--- src/rtl/rcsc_pkg.sv ---
// Shared types and constants for the radio config session controller.
// No dependencies.
`default_nettype none
package rcsc_pkg;
  localparam logic [1:0] FUNC_SEND    = 2'd0;
  localparam logic [1:0] FUNC_SUCCESS = 2'd1;
  localparam logic [1:0] FUNC_TIMEOUT = 2'd2;
  localparam logic [1:0] FUNC_RX      = 2'd3;

  localparam logic [1:0] KIND_NONE   = 2'd0;
  localparam logic [1:0] KIND_BEACON = 2'd1;
  localparam logic [1:0] KIND_RESP   = 2'd2;
  localparam logic [1:0] KIND_INFO   = 2'd3;

  localparam logic [3:0] ST_NONE      = 4'd0;
  localparam logic [3:0] ST_CONNECTED = 4'd1;
  localparam logic [3:0] ST_DISCONN   = 4'd2;
  localparam logic [3:0] ST_TIMEOUT   = 4'd3;
  localparam logic [3:0] ST_BAD_LEN   = 4'd4;
  localparam logic [3:0] ST_UUID      = 4'd5;
  localparam logic [3:0] ST_PASS      = 4'd6;
  localparam logic [3:0] ST_SEED      = 4'd7;
  localparam logic [3:0] ST_UNHANDLED = 4'd8;

  localparam logic [7:0]  CMD_CONNECT    = 8'h31;
  localparam logic [7:0]  CMD_DISCONNECT = 8'h64;
  localparam logic [5:0]  LEN_CONNECT    = 6'd18;
  localparam logic [5:0]  LEN_DISCONNECT = 6'd1;
  localparam logic [6:0]  CH_CONFIG      = 7'd79;
  localparam logic [6:0]  CH_MAX         = 7'd69;
  localparam logic [6:0]  LFSR_TAPS      = 7'h60;
  localparam logic [39:0] BEACON_ADDR    = 40'h7863724C42;

  localparam logic [0:0] REG_UUID = 1'd0;
  localparam logic [0:0] REG_PASS = 1'd1;

  // start request from the controller to the hop builder
  typedef struct packed {
    logic       start;
    logic [7:0] offset;
    logic [6:0] seed;
  } hop_cmd_t;
endpackage
`default_nettype wire

--- src/rtl/rcsc_ram.sv ---
// Generic two-port RAM with registered read.
// No dependencies.
`default_nettype none
module rcsc_ram #(
  parameter int WIDTH = 8,
  parameter int DEPTH = 16
) (
  input  wire logic                     clk,
  input  wire logic                     we,
  input  wire logic [$clog2(DEPTH)-1:0] waddr,
  input  wire logic [WIDTH-1:0]         wdata,
  input  wire logic [$clog2(DEPTH)-1:0] raddr,
  output logic      [WIDTH-1:0]         rdata
);
  logic [WIDTH-1:0] mem [DEPTH];

  always_ff @(posedge clk) begin
    if (we) begin
      mem[waddr] <= wdata;
    end
    rdata <= mem[raddr];
  end
endmodule
`default_nettype wire

--- src/rtl/rcsc_hop_gen.sv ---
// Hop channel builder: per candidate an LFSR step, a mod-127 reduction,
// then a scan of the filled entries. Depends on rcsc_pkg and rcsc_ram.
`default_nettype none
module rcsc_hop_gen #(
  parameter int HOP_COUNT = 20
) (
  input  wire logic                         clk,
  input  wire logic                         rst_n,
  input  wire rcsc_pkg::hop_cmd_t           cmd,
  output logic                              busy,
  input  wire logic [$clog2(HOP_COUNT+1)-1:0] rd_pos,
  output logic      [6:0]                   rd_chan
);
  import rcsc_pkg::*;
  localparam int AW = (HOP_COUNT > 1) ? $clog2(HOP_COUNT) : 1;
  localparam int CW = $clog2(HOP_COUNT + 1);
  localparam int SW = $clog2(127 * HOP_COUNT + 1);
  localparam logic [SW-1:0] STEP_LIMIT = SW'(127 * HOP_COUNT);
  localparam logic [CW-1:0] FILL_MAX = CW'(HOP_COUNT);

  typedef enum logic [2:0] {S_IDLE, S_STEP, S_MOD, S_SCAN, S_CMP} state_t;
  state_t state_r;

  logic [6:0]    lfsr_r, cand_r;
  logic [7:0]    offset_r;
  logic [8:0]    sum_r;
  logic [CW-1:0] filled_r, scan_r;
  logic [SW-1:0] steps_r;
  logic          we;
  logic [AW-1:0] waddr, raddr;
  logic [6:0]    rdata;
  logic [6:0]    lfsr_nxt;

  assign busy = (state_r != S_IDLE);
  assign rd_chan = rdata;
  assign lfsr_nxt = lfsr_r[0] ? ((lfsr_r >> 1) ^ LFSR_TAPS) : (lfsr_r >> 1);
  assign we = (state_r == S_SCAN) && (scan_r == filled_r);
  assign waddr = filled_r[AW-1:0];
  assign raddr = busy ? scan_r[AW-1:0] : rd_pos[AW-1:0];

  rcsc_ram #(.WIDTH(7), .DEPTH(HOP_COUNT)) u_ram (
    .clk(clk), .we(we), .waddr(waddr), .wdata(cand_r),
    .raddr(raddr), .rdata(rdata)
  );

  // sequencer: step, reduce mod 127, scan table for duplicates
  always_ff @(posedge clk) begin
    if (!rst_n) begin
      state_r <= S_IDLE;
    end else begin
      unique case (state_r)
        S_IDLE: begin
          if (cmd.start) begin
            lfsr_r   <= cmd.seed;
            offset_r <= cmd.offset;
            filled_r <= '0;
            steps_r  <= '0;
            state_r  <= S_STEP;
          end
        end
        S_STEP: begin
          if (filled_r == FILL_MAX || steps_r == STEP_LIMIT) begin
            state_r <= S_IDLE;
          end else begin
            lfsr_r  <= lfsr_nxt;
            sum_r   <= {2'b0, lfsr_nxt} + {1'b0, offset_r};
            steps_r <= steps_r + 1'b1;
            state_r <= S_MOD;
          end
        end
        S_MOD: begin
          // sum <= 382, subtract 0 to 3 times 127 picked by compare
          if (sum_r >= 9'd381) begin
            cand_r <= 7'(sum_r - 9'd381);
          end else if (sum_r >= 9'd254) begin
            cand_r <= 7'(sum_r - 9'd254);
          end else if (sum_r >= 9'd127) begin
            cand_r <= 7'(sum_r - 9'd127);
          end else begin
            cand_r <= sum_r[6:0];
          end
          scan_r  <= '0;
          state_r <= S_SCAN;
        end
        S_SCAN: begin
          if (cand_r > CH_MAX) begin
            state_r <= S_STEP;
          end else if (scan_r == filled_r) begin
            filled_r <= filled_r + 1'b1;
            state_r  <= S_STEP;
          end else begin
            state_r <= S_CMP;
          end
        end
        S_CMP: begin
          if (rdata == cand_r) begin
            state_r <= S_STEP;
          end else begin
            scan_r  <= scan_r + 1'b1;
            state_r <= S_SCAN;
          end
        end
        default: state_r <= S_IDLE;
      endcase
    end
  end
endmodule
`default_nettype wire

--- src/rtl/radio_config_session_controller.sv ---
// Top level: APB registers, session state, event sequencer.
// Depends on rcsc_pkg, rcsc_hop_gen, rcsc_ram.
//
//  channel | direction | handshake        | payload
//  in_     | input     | in_valid/in_stall | func, now_ms, slots, rx fields
//  out_    | output    | out_valid/out_stall | kind, channel, address, status
//  cfg_    | input     | APB psel/penable | uuid at 0x0, pass code at 0x8
//
// A request passes through S_EXEC to S_OUT, with S_READ between them for a send
// while connected (hop RAM read). in_stall stays high until the result is taken.
// A connect runs the hop builder and out_valid stays low until it finishes; each
// candidate takes an LFSR step, a mod-127 reduction and a scan of the filled
// entries. Synchronous active-low reset.
`default_nettype none
module radio_config_session_controller #(
  parameter int HOP_COUNT = 20,
  parameter int LINK_TIMEOUT_MS = 600
) (
  input  wire logic        clk,
  input  wire logic        rst_n,
  input  wire logic        in_valid,
  output logic             in_stall,
  input  wire logic [1:0]  in_func,
  input  wire logic [31:0] in_now_ms,
  input  wire logic [7:0]  in_hop_slot,
  input  wire logic [7:0]  in_transmission_slot,
  input  wire logic [7:0]  in_rx_command,
  input  wire logic [5:0]  in_rx_length,
  input  wire logic [63:0] in_rx_identity,
  input  wire logic [39:0] in_rx_address,
  input  wire logic [15:0] in_rx_pass,
  input  wire logic [7:0]  in_rx_hop_offset,
  input  wire logic [7:0]  in_rx_hop_seed,
  output logic             out_valid,
  input  wire logic        out_stall,
  output logic [1:0]       out_packet_kind,
  output logic [6:0]       out_radio_channel,
  output logic [39:0]      out_radio_address,
  output logic             out_link_up,
  output logic [3:0]       out_status,
  input  wire logic        psel,
  input  wire logic        penable,
  input  wire logic        pwrite,
  input  wire logic [3:0]  paddr,
  input  wire logic [63:0] pwdata,
  output logic [63:0]      prdata,
  output logic             pready
);
  import rcsc_pkg::*;
  localparam int CW = $clog2(HOP_COUNT + 1);
  localparam logic [CW-1:0] POS_LAST = CW'(HOP_COUNT - 1);
  localparam logic [31:0] TIMEOUT = 32'(LINK_TIMEOUT_MS);

  typedef enum logic [1:0] {S_IDLE, S_EXEC, S_READ, S_OUT} state_t;
  state_t state_r;

  logic [63:0] uuid_r;
  logic [15:0] pass_r;
  logic        open_r;
  logic [31:0] last_r;
  logic [39:0] saddr_r;
  logic [CW-1:0] pos_r;

  logic [1:0]  func_r, kind_r;
  logic [31:0] now_r;
  logic [7:0]  hslot_r, tslot_r, cmd_r, hoff_r, seed_r;
  logic [5:0]  len_r;
  logic [63:0] ident_r;
  logic [39:0] raddr_in_r;
  logic [15:0] rpass_r;
  logic [6:0]  chan_r;
  logic [39:0] oaddr_r;
  logic [3:0]  status_r;
  logic        wait_hop_r;

  hop_cmd_t hcmd;
  logic     hop_busy;
  logic [6:0] hop_chan;
  logic     wr, accept;

  assign pready = 1'b1;
  assign wr = psel && penable && pwrite;
  assign prdata = (paddr[3] == REG_PASS) ? {48'b0, pass_r} : uuid_r;
  assign in_stall = (state_r != S_IDLE);
  assign accept = in_valid && !in_stall;
  assign out_valid = (state_r == S_OUT) && !wait_hop_r;
  assign out_packet_kind = kind_r;
  assign out_radio_channel = chan_r;
  assign out_radio_address = oaddr_r;
  assign out_link_up = open_r;
  assign out_status = status_r;

  rcsc_hop_gen #(.HOP_COUNT(HOP_COUNT)) u_hop (
    .clk(clk), .rst_n(rst_n), .cmd(hcmd), .busy(hop_busy),
    .rd_pos(pos_r), .rd_chan(hop_chan)
  );

  // register writes
  always_ff @(posedge clk) begin
    if (!rst_n) begin
      uuid_r <= '0;
      pass_r <= '0;
    end else if (wr && paddr[2:0] == 3'd0) begin
      if (paddr[3] == REG_UUID) uuid_r <= pwdata;
      else pass_r <= pwdata[15:0];
    end
  end

  // event decode: start the hop builder on a valid connect
  always_comb begin
    hcmd.start  = 1'b0;
    hcmd.offset = hoff_r;
    hcmd.seed   = seed_r[6:0];
    if (state_r == S_EXEC && func_r == FUNC_RX && !open_r && cmd_r == CMD_CONNECT &&
        len_r == LEN_CONNECT && ident_r == uuid_r && rpass_r == pass_r &&
        seed_r != 8'd0 && !seed_r[7]) begin
      hcmd.start = 1'b1;
    end
  end

  always_ff @(posedge clk) begin
    if (!rst_n) begin
      state_r    <= S_IDLE;
      open_r     <= 1'b0;
      last_r     <= '0;
      saddr_r    <= '0;
      pos_r      <= '0;
      wait_hop_r <= 1'b0;
    end else begin
      unique case (state_r)
        S_IDLE: begin
          if (accept) begin
            func_r <= in_func;  now_r <= in_now_ms;
            hslot_r <= in_hop_slot;  tslot_r <= in_transmission_slot;
            cmd_r <= in_rx_command;  len_r <= in_rx_length;
            ident_r <= in_rx_identity;  raddr_in_r <= in_rx_address;
            rpass_r <= in_rx_pass;  hoff_r <= in_rx_hop_offset;
            seed_r <= in_rx_hop_seed;
            state_r <= S_EXEC;
          end
        end
        S_EXEC: begin
          kind_r <= KIND_NONE;  chan_r <= '0;  oaddr_r <= '0;
          status_r <= ST_NONE;
          state_r <= S_OUT;
          unique case (func_r)
            FUNC_SEND: begin
              if (open_r) begin
                kind_r  <= KIND_INFO;
                oaddr_r <= saddr_r;
                state_r <= S_READ;
              end else if (hslot_r == 8'd0) begin
                chan_r <= CH_CONFIG;
                if (tslot_r == 8'd1) begin
                  kind_r <= KIND_BEACON;  oaddr_r <= BEACON_ADDR;
                end else begin
                  kind_r <= KIND_RESP;  oaddr_r <= uuid_r[39:0];
                end
              end
            end
            FUNC_SUCCESS: last_r <= now_r;
            FUNC_TIMEOUT: begin
              if (open_r && (now_r - last_r) > TIMEOUT) begin
                open_r <= 1'b0;  status_r <= ST_TIMEOUT;
              end
            end
            default: begin
              if (!open_r) begin
                if (cmd_r != CMD_CONNECT) status_r <= ST_UNHANDLED;
                else if (len_r != LEN_CONNECT) status_r <= ST_BAD_LEN;
                else if (ident_r != uuid_r) status_r <= ST_UUID;
                else if (rpass_r != pass_r) status_r <= ST_PASS;
                else if (seed_r == 8'd0 || seed_r[7]) status_r <= ST_SEED;
                else begin
                  saddr_r <= raddr_in_r;  pos_r <= '0;  open_r <= 1'b1;
                  status_r <= ST_CONNECTED;  wait_hop_r <= 1'b1;
                end
              end else begin
                if (cmd_r != CMD_DISCONNECT) status_r <= ST_UNHANDLED;
                else if (len_r != LEN_DISCONNECT) status_r <= ST_BAD_LEN;
                else begin
                  open_r <= 1'b0;  status_r <= ST_DISCONN;
                end
              end
            end
          endcase
        end
        S_READ: begin
          // hop RAM read data is ready this cycle
          chan_r  <= hop_chan;
          pos_r   <= (pos_r == POS_LAST) ? '0 : pos_r + 1'b1;
          state_r <= S_OUT;
        end
        S_OUT: begin
          if (wait_hop_r) begin
            if (!hop_busy && !hcmd.start) wait_hop_r <= 1'b0;
          end else if (!out_stall) begin
            state_r <= S_IDLE;
          end
        end
        default: state_r <= S_IDLE;
      endcase
    end
  end
endmodule
`default_nettype wire

--- config.mk ---
export PLATFORM = sky130hd
export DESIGN_NAME = radio_config_session_controller
export DESIGN_NICKNAME = d
export VERILOG_FILES = /design/src/rtl/rcsc_pkg.sv /design/src/rtl/rcsc_ram.sv /design/src/rtl/rcsc_hop_gen.sv /design/src/rtl/radio_config_session_controller.sv
export SDC_FILE = /design/constraint.sdc
export NUM_CORES = 1
export LEC_CHECK = 0
export BUFFER_PORTS_ARGS = -buffer_cell sky130_fd_sc_hd__clkbuf_2
export CORE_UTILIZATION = 40
export DETAILED_ROUTE_END_ITERATION = 6
export GPL_TIMING_DRIVEN = 0
export PLACE_DENSITY_LB_ADDON = 0.25
export SLEW_MARGIN = 0
export SYNTH_ARGS = -nofsm -noshare
export SYNTH_HDL_FRONTEND = slang
export SYNTH_SLANG_ARGS = --single-unit
--- constraint.sdc ---
create_clock -name clk -period 6.3 [get_ports clk]
set_clock_uncertainty 0.15 [all_clocks]
set_input_delay 0.63 -clock clk [delete_from_list [all_inputs] [get_ports clk]]
set_output_delay 0.63 -clock clk [all_outputs]
set_load 0.03 [all_outputs]
* Yosys cells after proc, flatten, opt, wreduce, memory -nomap -nowiden *
Memory sizes are Yosys's and may differ from the RTL's. A register that Yosys moved wholly into a read port is not among the register bits.
Cells that the tools add are included.

word-level totals
  RAM bits = 140
  memories = 1
  register bits after elaboration = 470
  word-level logic and storage cells = 238
  output and inout port bits = 121
  input bits = 275

cells by class
  order comparisons = 5
  add/subtract/negate cells = 9
  bitwise gates (word level) = 11
  reductions and logical operators = 57
  equality and inequality tests = 42
  muxes and demuxes = 82

memories
  name             words  width  rd ports  clocked after Yosys merged registers in  wr ports  line            RTL
  u_hop.u_ram.mem  20     7      1         1                                        1         rcsc_ram.sv:15  logic [WIDTH-1:0] mem [DEPTH];

operators with widths
  kind                    number
  $mux W40                3
  $mux W5                 13
  $eq A64 B64 Y1          1
  $mux W64                1
  $ne A64 B64 Y1          1
  $mux W7                 9
  $gt A32 B10 Y1 const B  1
  $ne A2 B2 Y1 const B    16
  $sub A32 B32 Y32        1
  $pmux W5 S2             3
  $pmux W7 S2             2
  $mux W12                2
  $mux W3                 8
  $pmux W12 S2            1
  $reduce_and A8 Y1       3
  $mux W1                 23
  $sub A7 B7 Y7 const B   3
  $mux W2                 9
  $reduce_and A3 Y1       6
  $eq A16 B16 Y1          1
  $logic_and A1 B1 Y1     16
  $logic_not A8 Y1        2
  $ne A16 B16 Y1          1
  $add A5 B1 Y5 const B   3
  41 further kinds        77

* Logic depth before layout (Yosys ltp) *
  depth after elaboration = 15
  mapped depth = 14
  depth with buffers taken out = 14

* Cells and area by module *
A second synthesis with hierarchy kept.

second synthesis, totals
  cells, all modules = 2188
  area, all modules = 27231.1 um^2

by module, submodules not included
  module                           area an instance (um^2)  times used  cells each  sequential area each (um^2)
  radio_config_session_controller  18210.0                  1           1595        10820.4
  rcsc_ram                         5706.7                   1           288         4344.2
  rcsc_hop_gen                     3314.4                   1           305         1651.6

* Least setup slack after synthesis *
No wires, ideal clock.

  path kind = input-to-reg
  from = input port rst_n
  to = register cmd_r[0], enable pin
  library setup time = 586 ps
  stages on the path = 2
  arrival = 5556 ps
  path buffers = 1
  slack = 7 ps
  required time = 5564 ps
  cell sequence = clkbuf_1 and3_1

on the way
  longest elaborated chain between the ends = 1

RTL lines
  item                                line                                    RTL
  start, declared                     radio_config_session_controller.sv:20   input wire logic rst_n,
  $reduce_and A3 Y1 (no source line)  --
  end signal, assigned                radio_config_session_controller.sv:135  cmd_r <= in_rx_command; len_r <= in_rx_length;
  end, declared                       radio_config_session_controller.sv:66   logic [7:0] hslot_r, tslot_r, cmd_r, hoff_r, seed_r;

No other way between the ends.
A chain may end at the register's enable or synchronous reset.

* Final worst setup path *
  from = register uuid_r[8]
  to = register saddr_r[24]

on the way
  longest elaborated chain between the ends = 3

RTL lines
  item                                line                                    RTL
  start, declared                     radio_config_session_controller.sv:57   logic [63:0] uuid_r;
  start signal, assigned              radio_config_session_controller.sv:104  if (paddr[3] == REG_UUID) uuid_r <= pwdata;
  $ne A64 B64 Y1                      radio_config_session_controller.sv:171  else if (ident_r != uuid_r) status_r <= ST_UUID;
  $not A1 Y1 (no source line)         --
  $reduce_and A8 Y1 (no source line)  --
  end signal, assigned                radio_config_session_controller.sv:126  saddr_r <= '0;
  end signal, assigned                radio_config_session_controller.sv:175  saddr_r <= raddr_in_r; pos_r <= '0; open_r <= 1'b1;
  end, declared                       radio_config_session_controller.sv:61   logic [39:0] saddr_r;

No other way between the ends.

==> flow_summary.ini <==
[status]
status = finished clean

[critical_path]
cp_common_cell = nand4_1
cp.arrival_ns = 5.00
crit_type = reg2reg
crit_path_cell_trace = xnor2_1 > nand4_1 > nor4_1 > nand4_1 > nor3_1 > nor4b_1 > clkbuf_1 > buf_1 > mux2i_1 > nor2_1
crit_path_start_kind = flip-flop
slowest_delay_ns = 0.76
endpoint_kind = flip-flop
path_max_fanout = 10
critPathRequiredTime_ns = 6.61
crit_slowest_cell = buf_1

[grt]
grt_pass1_vias = 18200
grt_pass1_wl_mm = 111
grt_max_degree = 68
track_usage = 0.221
antenna_found_initial = 16
grt_overflow = 0

[cells_and_area]
fill_cells = 5882
final_core_util = 0.486
area_growth_pct = 20.4
finalNetCount = 2935
drive_above_1_share = 0.223
final_common_cell = edfxtp_1
final_area_mm2 = 0.0319
mostFrequentLayoutCells = edfxtp_1, clkbuf_2, nand2_1, dfxtp_1, nor2_1

[clocking]
cts_hold_buffers = 5
h-tree-depth = 3
cts_buffer_depth = 3
clk-insertion-delay-late_ns = 0.62
cts_buffers = 67
cts_tree = done
cts_num_sinks = 617
root_buffer = clkbuf_16
cts_setup_buffers = 0
path_clk_slew_ns = 0.06
cts_resized = 0

[sta]
max_clock_freq_ghz = 0.213
finalHoldViolCount = 0
setup_viol = 0
max_slew_margin = 0.284
maxSlewViolCount = 0
post-route-period-util = 0.746
period_minus_slack_ns = 4.70
rsz0062_at_grt = false
worstMarginPinSlew_ns = 1.07

[synth]
yosysSeqAreaShare = 0.635
synth_fa_ha_area_frac = 0.0279
syn-num-nets = 2461
synthCells = 2128
synth_seq_cells = 617
synthFlopType = edfxtp_1
synthSimpleGateAreaFrac = 0.117
synth_xor_area_frac = 0.0436
avgSynthCellArea_um2 = 12.5
postSynth.asyncResetShare = 0
synth.cell_area_mm2 = 0.0265
synth-edff-count = 446
synth_compound_area_frac = 0.0834
yosysWarningCount = 0
netlist-cell-type-count = 77
synthMuxAreaShare = 0.0700
synth_top_family_by_area = simple AND/OR/NAND/NOR gates

[route]
drc = 0
drtIter0Drc = 1598
ant_nets = 0
wl_per_cell_um = 21.4
viasPerCell = 5.27
via_count = 18600
wl_met1_mm = 31.9
wl_met3_mm = 5.66
met2_length_mm = 35.7
firstDrtPassIters = 7
highest_layer = met5
routed_wl_mm = 75.7

[floorplan]
fp.dieW_um = 259
core_area_mm2 = 0.0656
die_h_um = 259
dieArea_mm2 = 0.0673
start_util = 0.404
rows = 94
io_pins = 396

[placed_design]
io_buffer_count = 394
hpwl_mm = 56.9
place_area_mm2 = 0.0297
place_congestion = 0.891

[pwr]
p_total_uw = 9970
irDropWorstVdd_v = 0.000212
p_leak_uw = 0.0115
power.density_mw_per_mm2 = 312

[min_path]
hp-class = in2reg

[run]
drv_cap = 0
-- cells by family after synthesis --
group | after synthesis
AO/OA/AOI/OAI | 352
XOR/XNOR | 132
adder cells (fa/ha/maj) | 58
buffers and inverters | 163
flip-flops | 617
multiplexers | 138
other | 1
AND/OR/NAND/NOR | 667
-- worst max-delay path: cells and delay by family (launching register included) --
kind / cells / cell delay [ns]
DFF: 1 / 0.59
muxes: 1 / 0.28
buffers and inverters: 2 / 1.35
xor gates and xnor gates: 1 / 0.18
and+or+nand+nor: 6 / 1.97
-- final timing paths --
check,from,end,slack [ns],cells after the start
max reg2reg,uuid_r[8],saddr_r[24],1.60,10
min reg2reg,hoff_r[2],u_hop.offset_r[2],0.26,0
max,uuid_r[8],saddr_r[24],1.60,10
min,in_rx_identity[29],ident_r[29],0.04,1
-- final cells by class --
| type | count | area, µm² | share of cell area |
|---|---|---|---|
| Sequential cell | 617 | 16800 | 0.527 |
| Multi-Input combinational cell | 1348 | 9080 | 0.285 |
| Timing Repair Buffer | 405 | 2140 | 0.0671 |
| Clock buffer | 96 | 1880 | 0.0589 |
| Tap cell | 864 | 1080 | 0.0339 |
| Buffer | 97 | 384 | 0.0120 |
| Clock inverter | 28 | 249 | 0.00781 |
| Inverter | 66 | 248 | 0.00777 |
| Antenna cell | 10 | 25.0 | 0.000784 |
-- per-stage QoR --
| step | std cells | TNS (ns) | setup slack (ns) | hold slack (ns) |
|---|---|---|---|---|
| floorplan | 2128 | 0 | 0.00737 | 0.250 |
| global placement | 3386 | -496.80 | -2.52 | 0.259 |
| detailed placement | 3392 | 0 | 1.70 | 0.255 |
| CTS | 3521 | 0 | 1.63 | 0.000439 |
| global route | 3530 | 0 | 1.53 | 0.0125 |
| finish | 3531 | 0 | 1.60 | 0.0364 |
-- flip-flops by register name, indices dropped and copies added (netlist names), 9 cells and up --
| signal | cells |
|---|---|
| u_hop.u_ram.mem | 140 |
| ident_r | 64 |
| uuid_r | 64 |
| out_radio_address | 40 |
| raddr_in_r | 40 |
| saddr_r | 40 |
| last_r | 32 |
| now_r | 32 |
| pass_r | 16 |
| rpass_r | 16 |
| u_hop.steps_r | 12 |
| u_hop.sum_r | 9 |
-- cell usage after synthesis, drive strengths merged (12+ instances only) --
cell type,count,share of area
xnor2,104,0.034
inv,66,0.0093
nor3,22,0.0048
edfxtp,446,0.51
o21a,12,0.0034
and2,13,0.0032
a21oi,161,0.031
xor2,28,0.0093
a22o,23,0.0076
nand2,275,0.039
mux4,35,0.030
a211oi,16,0.0047
nor2b,64,0.015
clkbuf,83,0.012
ha,56,0.026
nand3,22,0.0042
mux2i,74,0.028
buf,14,0.0027
a21o,15,0.0042
mux2,29,0.012
nor4,20,0.0047
nor2,165,0.023
dfxtp,171,0.13
nand4,39,0.0092
o21ai,60,0.011
and3,12,0.0028
-- power breakdown --
group / switching (µW) / internal [µW]
clock network: 1630 / 2210
registers: 114 / 4670
logic: 886 / 456
-- layer usage --
layer,vias to the layer above,global-route usage
li1,8692,-
met1,9060,0.295
met2,727,0.351
met3,125,0.0474
met4,12,0.0881
met5,-,0
(Power assumes the default switching activity.)
